### config.mk
export PLATFORM = sky130hd
export DESIGN_NAME = doubly_linked_list_engine_top
export DESIGN_NICKNAME = d
export VERILOG_FILES = /design/src/sv/dll_pkg.sv /design/src/sv/dll_node_mem.sv /design/src/sv/dll_free_stack.sv /design/src/sv/doubly_linked_list_engine_top.sv
export SDC_FILE = /design/constraint.sdc
export NUM_CORES = 2
export LEC_CHECK = 0
export BUFFER_PORTS_ARGS = -buffer_cell sky130_fd_sc_hd__clkbuf_2
export CORE_MARGIN = 4
export CORE_UTILIZATION = 55
export DETAILED_ROUTE_END_ITERATION = 16
export PLACE_DENSITY = 0.71
export RECOVER_POWER = 25
export REMOVE_ABC_BUFFERS = 1
export SYNTH_ARGS = -nofsm -noshare
export SYNTH_HDL_FRONTEND = slang
export SYNTH_SLANG_ARGS = --single-unit
### constraint.sdc
create_clock -name clk -period 6.6 [get_ports clk]
set_input_delay 1.32 -clock clk [delete_from_list [all_inputs] [get_ports clk]]
set_output_delay 1.32 -clock clk [all_outputs]
set_load 0.005 [all_outputs]
### src/sv/dll_pkg.sv
// package: types, constants and request codes of the linked list engine
`default_nettype none
package dll_pkg;
	localparam int POOL_NODES = 64;
	localparam int DATA_BITS = 32;
	localparam int IDX_W = $clog2(POOL_NODES);
	localparam int LINK_W = IDX_W + 1;
	localparam logic [LINK_W-1:0] NIL = LINK_W'(POOL_NODES);

	typedef enum logic [2:0] {
		REQ_INS_FRONT = 3'd0,
		REQ_INS_AFTER = 3'd1,
		REQ_INS_BACK  = 3'd2,
		REQ_DEL_FRONT = 3'd3,
		REQ_DEL_KEY   = 3'd4,
		REQ_DEL_BACK  = 3'd5,
		REQ_NOP6      = 3'd6,
		REQ_NOP7      = 3'd7
	} req_t;

	typedef enum logic [1:0] {
		ST_OK        = 2'd0,
		ST_NOT_FOUND = 2'd1,
		ST_FULL      = 2'd2,
		ST_EMPTY     = 2'd3
	} status_t;

	typedef enum logic [3:0] {
		S_INIT, S_IDLE, S_DECIDE, S_SEARCH, S_SWAIT, S_NEXTRD, S_NEXTWT,
		S_LINK, S_UNRD, S_UNWT, S_UNLINK, S_HTRD, S_HTWT, S_DONE
	} state_t;

	// one node memory port access
	typedef struct packed {
		logic              en;
		logic              wr_data;
		logic              wr_next;
		logic              wr_prev;
		logic [IDX_W-1:0]  addr;
		logic [DATA_BITS-1:0] data;
		logic [LINK_W-1:0] next;
		logic [LINK_W-1:0] prev;
	} node_req_t;

	typedef struct packed {
		logic [DATA_BITS-1:0] data;
		logic [LINK_W-1:0]    next;
		logic [LINK_W-1:0]    prev;
	} node_rd_t;
endpackage
`default_nettype wire

### src/sv/dll_node_mem.sv
// node memory: data, next and prev words with one registered read port
`default_nettype none
module dll_node_mem (
	input  wire logic               clk,
	input  wire dll_pkg::node_req_t req,
	output dll_pkg::node_rd_t       rd
);
	logic [dll_pkg::DATA_BITS-1:0] data_mem [dll_pkg::POOL_NODES];
	logic [dll_pkg::LINK_W-1:0]    next_mem [dll_pkg::POOL_NODES];
	logic [dll_pkg::LINK_W-1:0]    prev_mem [dll_pkg::POOL_NODES];

	// write selected fields, read all fields
	always_ff @(posedge clk) begin
		if (req.en) begin
			if (req.wr_data) data_mem[req.addr] <= req.data;
			if (req.wr_next) next_mem[req.addr] <= req.next;
			if (req.wr_prev) prev_mem[req.addr] <= req.prev;
			rd.data <= data_mem[req.addr];
			rd.next <= next_mem[req.addr];
			rd.prev <= prev_mem[req.addr];
		end
	end
endmodule
`default_nettype wire

### src/sv/dll_free_stack.sv
// free index stack, loaded with every index by a fill pass after reset
`default_nettype none
module dll_free_stack (
	input  wire logic                      clk,
	input  wire logic                      push,
	input  wire logic                      pop,
	input  wire logic                      fill,
	input  wire logic [dll_pkg::IDX_W-1:0] addr,
	input  wire logic [dll_pkg::IDX_W-1:0] wdata,
	output logic [dll_pkg::IDX_W-1:0]      rdata
);
	logic [dll_pkg::IDX_W-1:0] stack_mem [dll_pkg::POOL_NODES];

	// one port: write on push or fill, read on pop
	always_ff @(posedge clk) begin
		if (push || fill) stack_mem[addr] <= wdata;
		if (pop) rdata <= stack_mem[addr];
	end
endmodule
`default_nettype wire

### src/sv/doubly_linked_list_engine_top.sv
// top level: request sequencer of the linked list engine
// key requests (insert after, delete by key) walk the list from the head one node at a time,
// limited by the single node memory port
// throughput: one request at a time; input ready again the cycle after the result beat is taken
// reset: arst_n clears control; a fill pass over every free stack entry loads the free stack
// and no request is accepted until it ends
`default_nettype none
module doubly_linked_list_engine_top (
	input  wire logic        clk,
	input  wire logic        arst_n,
	input  wire logic        s_tvalid,
	output logic             s_tready,
	// tdata: req_type[2:0], value_in[34:3], key_value[66:35], zeros[71:67]
	input  wire logic [71:0] s_tdata,
	output logic             m_tvalid,
	input  wire logic        m_tready,
	// tdata: status[1:0], list_length[8:2], head_data[40:9], tail_data[72:41], zeros[79:73]
	output logic [79:0]      m_tdata
);
	localparam int IW = dll_pkg::IDX_W;
	localparam int LW = dll_pkg::LINK_W;
	localparam int DW = dll_pkg::DATA_BITS;

	dll_pkg::state_t state_q, state_d;
	dll_pkg::node_req_t nreq;
	dll_pkg::node_rd_t  nrd;

	logic [2:0]    kind_q;
	logic [DW-1:0] val_q, key_q;
	logic [LW-1:0] head_q, tail_q, cnt_q, free_q;
	logic [LW-1:0] cur_q, at_q, nb_q, newi_q, p_q, n_q;
	logic [LW-1:0] steps_q;
	logic [1:0]    status_q;
	logic [DW-1:0] head_d_q, tail_d_q;
	logic          out_v_q;
	logic          ht_phase_q;

	logic          fs_push, fs_pop, fs_fill;
	logic [IW-1:0] fs_addr, fs_wdata, fs_rdata;
	logic [IW-1:0] fill_q;

	dll_node_mem u_mem (.clk(clk), .req(nreq), .rd(nrd));
	dll_free_stack u_free (.clk(clk), .push(fs_push), .pop(fs_pop), .fill(fs_fill),
		.addr(fs_addr), .wdata(fs_wdata), .rdata(fs_rdata));

	logic accept;
	assign accept = s_tvalid && s_tready;
	assign s_tready = (state_q == dll_pkg::S_IDLE) && !out_v_q;

	function automatic logic [DW-1:0] cut_in(input logic [31:0] raw);
		return DW'($signed(raw));
	endfunction

	logic is_ins;
	assign is_ins = (kind_q == dll_pkg::REQ_INS_FRONT) || (kind_q == dll_pkg::REQ_INS_BACK)
		|| (kind_q == dll_pkg::REQ_INS_AFTER);

	// next state
	always_comb begin
		state_d = state_q;
		unique case (state_q)
			dll_pkg::S_INIT: if (fill_q == IW'(dll_pkg::POOL_NODES - 1)) state_d = dll_pkg::S_IDLE;
			dll_pkg::S_IDLE: if (accept) state_d = dll_pkg::S_DECIDE;
			dll_pkg::S_DECIDE: begin
				priority if (is_ins && free_q == '0) state_d = dll_pkg::S_HTRD;
				else if (kind_q == dll_pkg::REQ_INS_FRONT || kind_q == dll_pkg::REQ_INS_BACK)
					state_d = dll_pkg::S_LINK;
				else if (kind_q == dll_pkg::REQ_INS_AFTER || kind_q == dll_pkg::REQ_DEL_KEY)
					state_d = (head_q == dll_pkg::NIL) ? dll_pkg::S_HTRD : dll_pkg::S_SEARCH;
				else if (kind_q == dll_pkg::REQ_DEL_FRONT || kind_q == dll_pkg::REQ_DEL_BACK)
					state_d = (head_q == dll_pkg::NIL) ? dll_pkg::S_HTRD : dll_pkg::S_UNRD;
				else state_d = dll_pkg::S_HTRD;
			end
			dll_pkg::S_SEARCH: state_d = dll_pkg::S_SWAIT;
			dll_pkg::S_SWAIT: begin
				priority if (nrd.data == key_q)
					state_d = (kind_q == dll_pkg::REQ_INS_AFTER) ? dll_pkg::S_LINK
						: dll_pkg::S_UNLINK;
				else if (nrd.next == dll_pkg::NIL || steps_q == LW'(dll_pkg::POOL_NODES - 1))
					state_d = dll_pkg::S_HTRD;
				else state_d = dll_pkg::S_SEARCH;
			end
			dll_pkg::S_UNRD:   state_d = dll_pkg::S_UNWT;
			dll_pkg::S_UNWT:   state_d = dll_pkg::S_UNLINK;
			dll_pkg::S_LINK:   state_d = dll_pkg::S_NEXTRD;
			dll_pkg::S_UNLINK: state_d = dll_pkg::S_NEXTRD;
			dll_pkg::S_NEXTRD: state_d = dll_pkg::S_NEXTWT;
			dll_pkg::S_NEXTWT: state_d = dll_pkg::S_HTRD;
			dll_pkg::S_HTRD:   state_d = dll_pkg::S_HTWT;
			dll_pkg::S_HTWT:   state_d = ht_phase_q ? dll_pkg::S_DONE : dll_pkg::S_HTRD;
			dll_pkg::S_DONE:   state_d = dll_pkg::S_IDLE;
			default:           state_d = dll_pkg::S_IDLE;
		endcase
	end

	// memory and stack controls
	always_comb begin
		nreq = '0;
		fs_push = 1'b0;
		fs_pop = 1'b0;
		fs_fill = 1'b0;
		fs_addr = fill_q;
		fs_wdata = fill_q;
		unique case (state_q)
			dll_pkg::S_INIT: fs_fill = 1'b1;
			dll_pkg::S_DECIDE: begin
				// pop a free index early; only committed when linked
				fs_pop = 1'b1;
				fs_addr = IW'(free_q - LW'(1));
			end
			dll_pkg::S_SEARCH: begin
				nreq.en = 1'b1;
				nreq.addr = cur_q[IW-1:0];
			end
			dll_pkg::S_UNRD: begin
				nreq.en = 1'b1;
				nreq.addr = at_q[IW-1:0];
			end
			dll_pkg::S_LINK: begin
				// new node gets data and both links
				nreq.en = 1'b1;
				nreq.wr_data = 1'b1;
				nreq.wr_next = 1'b1;
				nreq.wr_prev = 1'b1;
				nreq.addr = fs_rdata;
				nreq.data = val_q;
				nreq.next = n_q;
				nreq.prev = p_q;
			end
			dll_pkg::S_UNLINK: begin
				// fix the next pointer of the predecessor and push the freed index onto the free stack
				if (p_q != dll_pkg::NIL) begin
					nreq.en = 1'b1;
					nreq.wr_next = 1'b1;
					nreq.addr = p_q[IW-1:0];
					nreq.next = n_q;
				end
				fs_push = 1'b1;
				fs_addr = free_q[IW-1:0];
				fs_wdata = at_q[IW-1:0];
			end
			dll_pkg::S_NEXTRD: begin
				// fix prev of the successor, on insert and on delete
				if (nb_q != dll_pkg::NIL) begin
					nreq.en = 1'b1;
					nreq.addr = nb_q[IW-1:0];
					if (is_ins) begin
						nreq.wr_prev = 1'b1;
						nreq.prev = newi_q;
					end else begin
						nreq.wr_prev = 1'b1;
						nreq.prev = p_q;
					end
				end
			end
			dll_pkg::S_NEXTWT: begin
				if (is_ins && p_q != dll_pkg::NIL) begin
					nreq.en = 1'b1;
					nreq.wr_next = 1'b1;
					nreq.addr = p_q[IW-1:0];
					nreq.next = newi_q;
				end
			end
			dll_pkg::S_HTRD: begin
				nreq.en = 1'b1;
				nreq.addr = ht_phase_q ? tail_q[IW-1:0] : head_q[IW-1:0];
			end
			default: ;
		endcase
	end

	// control registers
	always_ff @(posedge clk or negedge arst_n) begin
		if (!arst_n) begin
			state_q <= dll_pkg::S_INIT;
			fill_q <= '0;
			head_q <= dll_pkg::NIL;
			tail_q <= dll_pkg::NIL;
			cnt_q <= '0;
			free_q <= LW'(dll_pkg::POOL_NODES);
			out_v_q <= 1'b0;
			ht_phase_q <= 1'b0;
		end else begin
			state_q <= state_d;
			if (state_q == dll_pkg::S_INIT) fill_q <= fill_q + IW'(1);
			if (out_v_q && m_tready) out_v_q <= 1'b0;
			unique case (state_q)
				dll_pkg::S_LINK: begin
					free_q <= free_q - LW'(1);
					cnt_q <= cnt_q + LW'(1);
					if (p_q == dll_pkg::NIL) head_q <= {1'b0, fs_rdata};
					if (n_q == dll_pkg::NIL) tail_q <= {1'b0, fs_rdata};
				end
				dll_pkg::S_UNLINK: begin
					free_q <= free_q + LW'(1);
					cnt_q <= cnt_q - LW'(1);
					if (p_q == dll_pkg::NIL) head_q <= n_q;
					if (n_q == dll_pkg::NIL) tail_q <= p_q;
				end
				dll_pkg::S_HTWT: ht_phase_q <= ~ht_phase_q;
				dll_pkg::S_DONE: out_v_q <= 1'b1;
				default: ;
			endcase
		end
	end

	// payload registers
	always_ff @(posedge clk) begin
		unique case (state_q)
			dll_pkg::S_IDLE: if (accept) begin
				kind_q <= s_tdata[2:0];
				val_q <= cut_in(s_tdata[34:3]);
				key_q <= cut_in(s_tdata[66:35]);
				status_q <= dll_pkg::ST_OK;
				cur_q <= head_q;
				steps_q <= '0;
			end
			dll_pkg::S_DECIDE: begin
				priority if (is_ins && free_q == '0) status_q <= dll_pkg::ST_FULL;
				else if ((kind_q == dll_pkg::REQ_INS_AFTER) && head_q == dll_pkg::NIL)
					status_q <= dll_pkg::ST_NOT_FOUND;
				else if ((kind_q == dll_pkg::REQ_DEL_KEY || kind_q == dll_pkg::REQ_DEL_FRONT
					|| kind_q == dll_pkg::REQ_DEL_BACK) && head_q == dll_pkg::NIL)
					status_q <= dll_pkg::ST_EMPTY;
				else status_q <= dll_pkg::ST_OK;
				// front/back link neighbours
				if (kind_q == dll_pkg::REQ_INS_FRONT) begin
					p_q <= dll_pkg::NIL;
					n_q <= head_q;
				end else begin
					p_q <= tail_q;
					n_q <= dll_pkg::NIL;
				end
				at_q <= (kind_q == dll_pkg::REQ_DEL_FRONT) ? head_q : tail_q;
			end
			dll_pkg::S_SWAIT: begin
				if (nrd.data == key_q) begin
					at_q <= cur_q;
					if (kind_q == dll_pkg::REQ_INS_AFTER) begin
						p_q <= cur_q;
						n_q <= nrd.next;
					end else begin
						p_q <= nrd.prev;
						n_q <= nrd.next;
					end
				end else if (nrd.next == dll_pkg::NIL ||
					steps_q == LW'(dll_pkg::POOL_NODES - 1)) begin
					status_q <= dll_pkg::ST_NOT_FOUND;
				end
				cur_q <= nrd.next;
				steps_q <= steps_q + LW'(1);
			end
			dll_pkg::S_UNWT: begin
				p_q <= nrd.prev;
				n_q <= nrd.next;
			end
			dll_pkg::S_LINK: begin
				newi_q <= {1'b0, fs_rdata};
				nb_q <= n_q;
			end
			dll_pkg::S_UNLINK: nb_q <= n_q;
			dll_pkg::S_HTWT: begin
				if (!ht_phase_q) head_d_q <= (head_q == dll_pkg::NIL) ? '0 : nrd.data;
				else tail_d_q <= (tail_q == dll_pkg::NIL) ? '0 : nrd.data;
			end
			default: ;
		endcase
	end

	assign m_tvalid = out_v_q;
	assign m_tdata = {7'd0, 32'($signed(tail_d_q)), 32'($signed(head_d_q)), cnt_q, status_q};
endmodule
`default_nettype wire

# After elaboration in Yosys (flattened, before gate mapping)
# Memory sizes are Yosys's and may differ from the RTL's. A register that Yosys moved wholly into a read port is not among the register bits.
# Index checks and enable logic that the tools add are counted.
[op_classes] addsub=6 eq_ne=37 muxes=79 bitwise=1 n_reduce_logical=37
[op_table] operator="$mux W7" count=15
[op_table] operator="$pmux W7 S2" count=7
[op_table] operator="$pmux W7 S3" count=3
[op_table] operator="$pmux W4 S12" count=1
[op_table] operator="$mux W6" count=7
[op_table] operator="$pmux W6 S7" count=1
[op_table] operator="$mux W4" count=9
[op_table] operator="$eq A7 B7 Y1 const B" count=5
[op_table] operator="$eq A32 B32 Y1" count=1
[op_table] operator="$mux W32" count=1
[op_table] operator="$eq A4 B4 Y1 const B" count=6
[op_table] operator="$pmux W6 S2" count=2
[op_table] operator="$add A7 B1 Y7 const B" count=3
[op_table] operator="$mux W1" count=20
[op_table] operator="$ne A2 B2 Y1 const B" count=9
[op_table] operator="$eq A4 B3 Y1 const B" count=4
[op_table] operator="$mux W2" count=8
[op_table] operator="$ne A7 B7 Y1 const B" count=2
[op_table] operator="$reduce_and A2 Y1" count=7
[op_table] operator="$sub A7 B1 Y7 const B" count=2
[op_table] operator="$eq A4 B2 Y1 const B" count=2
[op_table] operator="$logic_or A1 B1 Y1" count=8
[op_table] operator="$reduce_bool A2 Y1" count=4
[op_table] operator="$eq A7 B6 Y1 const B" count=1
[op_table] operator="22 further kinds" count=32
[totals] ff_bits=220 ram_bits=3328 input_bits=76 output_inout_bits=82 wordCells=185 n_memories=4
[mem_list] memory="u_mem.data_mem" depth=64 word_bits=32 read_ports=1 rd_clocked_by_memory_dff=1 write_ports=1 line_no="dll_node_mem.sv:8" rtl="logic [dll_pkg::DATA_BITS-1:0] data_mem [dll_pkg::POOL_NODES];"
[mem_list] memory="u_mem.next_mem" depth=64 word_bits=7 read_ports=1 rd_clocked_by_memory_dff=1 write_ports=1 line_no="dll_node_mem.sv:9" rtl="logic [dll_pkg::LINK_W-1:0] next_mem [dll_pkg::POOL_NODES];"
[mem_list] memory="u_mem.prev_mem" depth=64 word_bits=7 read_ports=1 rd_clocked_by_memory_dff=1 write_ports=1 line_no="dll_node_mem.sv:10" rtl="logic [dll_pkg::LINK_W-1:0] prev_mem [dll_pkg::POOL_NODES];"
[mem_list] memory="u_free.stack_mem" depth=64 word_bits=6 read_ports=1 rd_clocked_by_memory_dff=1 write_ports=1 line_no="dll_free_stack.sv:12" rtl="logic [dll_pkg::IDX_W-1:0] stack_mem [dll_pkg::POOL_NODES];"

# Longest topological paths before layout
[logic_depth] ltp_word=9 ltp_mapped=16 mapped_depth_nobuf=11

# Hierarchy
# From an unflattened synthesis, not the netlist that was laid out.
[hier_totals] cells_unflattened=8189 area_unflattened_um2=139428.7
[by_module_without_submodules] module="dll_node_mem" n_inst=1 cells_each=6426 area_per_inst_um2=113760.4 seq_area_each_um2=89786.1
[by_module_without_submodules] module="dll_free_stack" n_inst=1 cells_each=916 area_per_inst_um2=15438.6 seq_area_each_um2=11711.2
[by_module_without_submodules] module="doubly_linked_list_engine_top" n_inst=1 cells_each=847 area_per_inst_um2=10229.8 seq_area_each_um2=6409.9

# Worst setup path before layout
# No wires, ideal clock.
[synth_timing] path_type="register -> register" from="register state_q[3]" to="memory u_mem.data_mem[12][0] (netlist name), enable pin" setup_ns=0.421 arrival_ns=3.954 required_time_ns=6.179 path_slack_ns=2.225 path_stages_with_launch=12 path_buffers=5 synth_period_minus_slack_ns=4.375 cell_sequence="dfrtp_1 -> buf_6 -> nor4b_4 -> and2_4 -> or4_1 -> buf_2 -> nor3_2 -> buf_2 -> buf_4 -> buf_2 -> nand2_1 -> nor2_1"
[synth_between] elab_chain_len=5 elab_cells_between_ends=14 cone_classes="eq/ne: 7; mux: 6; reduce/logical: 1"
[synth_lines] element="start: declaration" line_no="doubly_linked_list_engine_top.sv:24" rtl="dll_pkg::state_t state_q, state_d;"
[synth_lines] element="start signal: assignment" line_no="doubly_linked_list_engine_top.sv:175" rtl="state_q <= dll_pkg::S_INIT;"
[synth_lines] element="start signal: assignment" line_no="doubly_linked_list_engine_top.sv:184" rtl="state_q <= state_d;"
[synth_lines] element="$eq A4 B3 Y1, or another cell as far along" line_no="doubly_linked_list_engine_top.sv:104" rtl="unique case (state_q)"
[synth_lines] element="$reduce_or A4 Y1 (no line) / $mux W1 (equally long branches)"
[synth_lines] element="$pmux W1 S4 / $mux W1 (equally long branches)" line_no="doubly_linked_list_engine_top.sv:104, dll_node_mem.sv:15"
[synth_lines] element="$mux W1" line_no="dll_node_mem.sv:14" rtl="if (req.en) begin"
[synth_lines] element="$mux W1 (not written as such)" line_no="dll_node_mem.sv:15" rtl="if (req.wr_data) data_mem[req.addr] <= req.data;"
[synth_lines] element="end: declaration" line_no="dll_node_mem.sv:8"
# Several ways; a longest one is shown, not always the timed one.

==> impl_metrics.yaml <==
timing:
  final_max_slew_viol_count: 1465
  finalHoldViolCount: 0
  post-route-period-util_pct: 93.48
  setup_tns_ns: 0
  hold_ws_ns: 0.4723
  period_needed_ns: 6.169
  rsz0062_at_grt: "no"
  finClkSkew_ns: 0.08148
  relSlewSlack_pct: -147.5
  setup_viol: 0
  tightestPinTransition_ns: 3.713
  max_freq_mhz: 162.1
min_path:
  hold_class: "reg -> reg"
  min-delay-start: "cnt_q[6]"
floorplanning:
  boundaryPins: 158
  die_h_um: 506.1
  chipWidth_um: 506.1
  fp-row-count: 182
  core_sq_um: 246400
  start_util_pct: 55.39
  die_area_sq_um: 256200
global_routing:
  use_met1_pct: 40.99
  grt_max_degree: 111
  grt_use_total_pct: 29.87
  grt.overflow.total: 0
  antenna_found_initial: 26
  grt_pass1_wl_um: 558800
  grt-busiest-layer: "met2"
  gr-usage-met3_pct: 8.242
  grt_pass1_vias: 78737
  grt.met2_usage_pct: 44.69
critical_path:
  rr_startpoint: "state_q[1]"
  critPathArrivalTime_ns: 6.83
  cp_data_required_time_ns: 7.26
  critPathKind: "reg -> reg"
  critPathMaxFanout: 48
  crit_start: "state_q[1]"
  slowest_delay_ns: 1.10
  crit_top_cell: "inv_1"
  start_kind: "register"
  cp_slowest_cell: "and2_0"
  critPathCaptureType: "register"
  path_cells: "inv_1 > nor2_1 > nand2_1 > inv_1 > clkbuf_1 > and2_0 > buf_4"
synth:
  synth_commonest_cells: "edfxtp_1, nand2_1, a21oi_1, a221oi_1, nor2_1"
  synth_largest_area_cell: "edfxtp_1"
  ys_seq_area_share_pct: 79.06
  synth_cell_types: 89
  synth_edf_count: 3560
  syn_avg_cell_area_sq_um: 16.75
  ys_ff_latch: 3600
  ys_warn_count: 0
  ys.flop_type: "edfxtp_1"
  synth_area_leaders: "edfxtp_1, a221oi_1, mux2i_1, nand2_1, a21oi_1"
  syn_inst: 8149
  yosysMostFrequentCell: "edfxtp_1"
  async_flop_share_pct: 1.111
  synth_area_sq_um: 136500
  yosys.area.top_type_share_pct: 78.33
placed_design:
  routabilityCongestion: 0.9057
  place_hpwl_um: 233700
  portBuffers: 145
  place_inst: 11377
final_layout:
  fin_cells: 12039
  synthToLayoutAreaGrowth_pct: 12.98
  nFillCells: 16960
  nets: 8520
  multi_input_area_sq_um: 26620
  drive_above_1_share_pct: 12.34
  ff_latch_area_sq_um: 107900
routing:
  detail-route-antenna-nets: 0
  vias: 82362
  post_drt_wl_per_cell_um: 32.58
  drtIter0Drc: 14300
  drc_errors: 0
  vias_per_cell: 6.841
  routed_wl_um: 392300
  drtPass1Iterations: 10
clocking:
  path_clk_slew_ns: 0.06
  cts_resized: 0
  htree_levels: 5
  postCtsSetupRepairBufs: 0
  cts_root_buf: "clkbuf_16"
  tritoncts: "done"
  clock_sinks: 3600
  cts_buffers: 367
  ctsHoldBuffers: 0
  clock_latency_ns: 0.99
  ctsLongestPathBuffers: 4
job:
  maxCapViolations: 27
status:
  violations: "max-capacitance violations, max-slew violations"
  status: "complete, but fails checks"
pwr:
  leakage_nw: 50.34
  powerDensity_nw_per_um2: 421.6
  irDropWorstVdd_v: 0.0005465
==> registers in the layout, summed over array words and instances (netlist names), 32 cells and up <==
| name | cells |
|---|---|
| head_d_q | 32 |
| key_q | 32 |
| val_q | 32 |
| u_mem.data_mem | 2048 |
| u_mem.rd | 46 |
| u_free.stack_mem | 384 |
| u_mem.next_mem | 448 |
| tail_d_q | 32 |
| u_mem.prev_mem | 448 |
==> cell usage in the layout, fill, tap and decap left out, types with 33 or more instances in the layout <==
master / instances
a21oi_1: 440
dfrtp_1: 37
clkbuf_1: 142
inv_1: 46
and2_0: 42
xnor2_1: 45
a41oi_1: 47
bufinv_16: 33
nor2_4: 74
mux2i_1: 306
and2_1: 35
a221o_1: 77
nor2_1: 255
nand2_1: 711
nand4_1: 34
nor4_1: 51
clkinv_2: 64
a22oi_1: 279
a221oi_1: 405
buf_4: 253
o22ai_1: 183
nand3_1: 55
a211o_1: 34
nor3_1: 43
buf_12: 54
clkbuf_2: 92
a222oi_1: 208
edfxtp_1: 3560
a22o_1: 65
clkinv_1: 76
clkbuf_16: 373
o21ai_0: 166
==> metrics by stage <==
step / setup slack, ns / power [mW] / area [sq um] / util [%]
2_1_floorplan: -48.19 / 37.14 / 134000 / -
3_3_place_gp: 1.266 / 44.43 / 142800 / 57.95
3_5_place_dp: 1.192 / 44.76 / 142800 / 57.97
4_1_cts: 1.156 / 64.62 / 154400 / 62.65
5_1_grt: 0.4521 / 66.85 / 154200 / 62.57
6_report: 0.4306 / 65.01 / 154200 / 62.58
==> final timing paths <==
path | to | slack (ns) | depth (start not counted)
worst min-delay path | cnt_q[6] | 0.47 | 1
max in group asynchronous | tail_q[1] | 4.00 | 2
worst min register to register | cnt_q[6] | 0.47 | 1
worst max register to register | u_mem.data_mem[36][23] | 0.43 | 7
min in group asynchronous | cnt_q[0] | 1.17 | 2
worst max-delay path | u_mem.data_mem[36][23] | 0.43 | 7
==> where the power goes <==
part / internal [mW] / switching (mW) / total, mW
Clock: 11.7 / 8.45 / 20.1
Sequential: 26.6 / 0.684 / 27.3
Combinational: 5.17 / 12.4 / 17.6
==> routing by layer <==
layer / share of wire (%) / up-vias
li1: - / 33833
met5: 0.031 / -
met3: 14 / 1011
met2: 45 / 6252
met4: 5.6 / 18
met1: 36 / 41248
==> cell families after synthesis <==
family / after synthesis / synth area share [%]
AOI/OAI and AO/OA: 2130 / 11.56
xor gates and xnor gates: 59 / 0.3786
buffers and inverters: 614 / 1.994
and+or+nand+nor: 1423 / 4.606
adders and majority gates: 11 / 0.1045
DFF: 3600 / 79.06
muxes: 311 / 2.285
other: 1 / 0.002748
==> critical path: cells and delay by family (launching register included) <==
kind                   cells  cell delay (ns)
DFF                        1             0.92
and+or+nand+nor            3             2.05
buffers and inverters      4             2.81
==> layout make-up <==
class | count | area share [%]
flip-flops and latches | 3600 | 69.98
diodes | 14 | 0.02272
clock inverters | 201 | 1.216
inverters | 48 | 0.1177
clock buffers | 447 | 6.272
repair buffers | 476 | 2.435
multi-input cells | 3941 | 17.27
well taps | 3312 | 2.688
No activity file was read; power rests on OpenSTA's default activity.
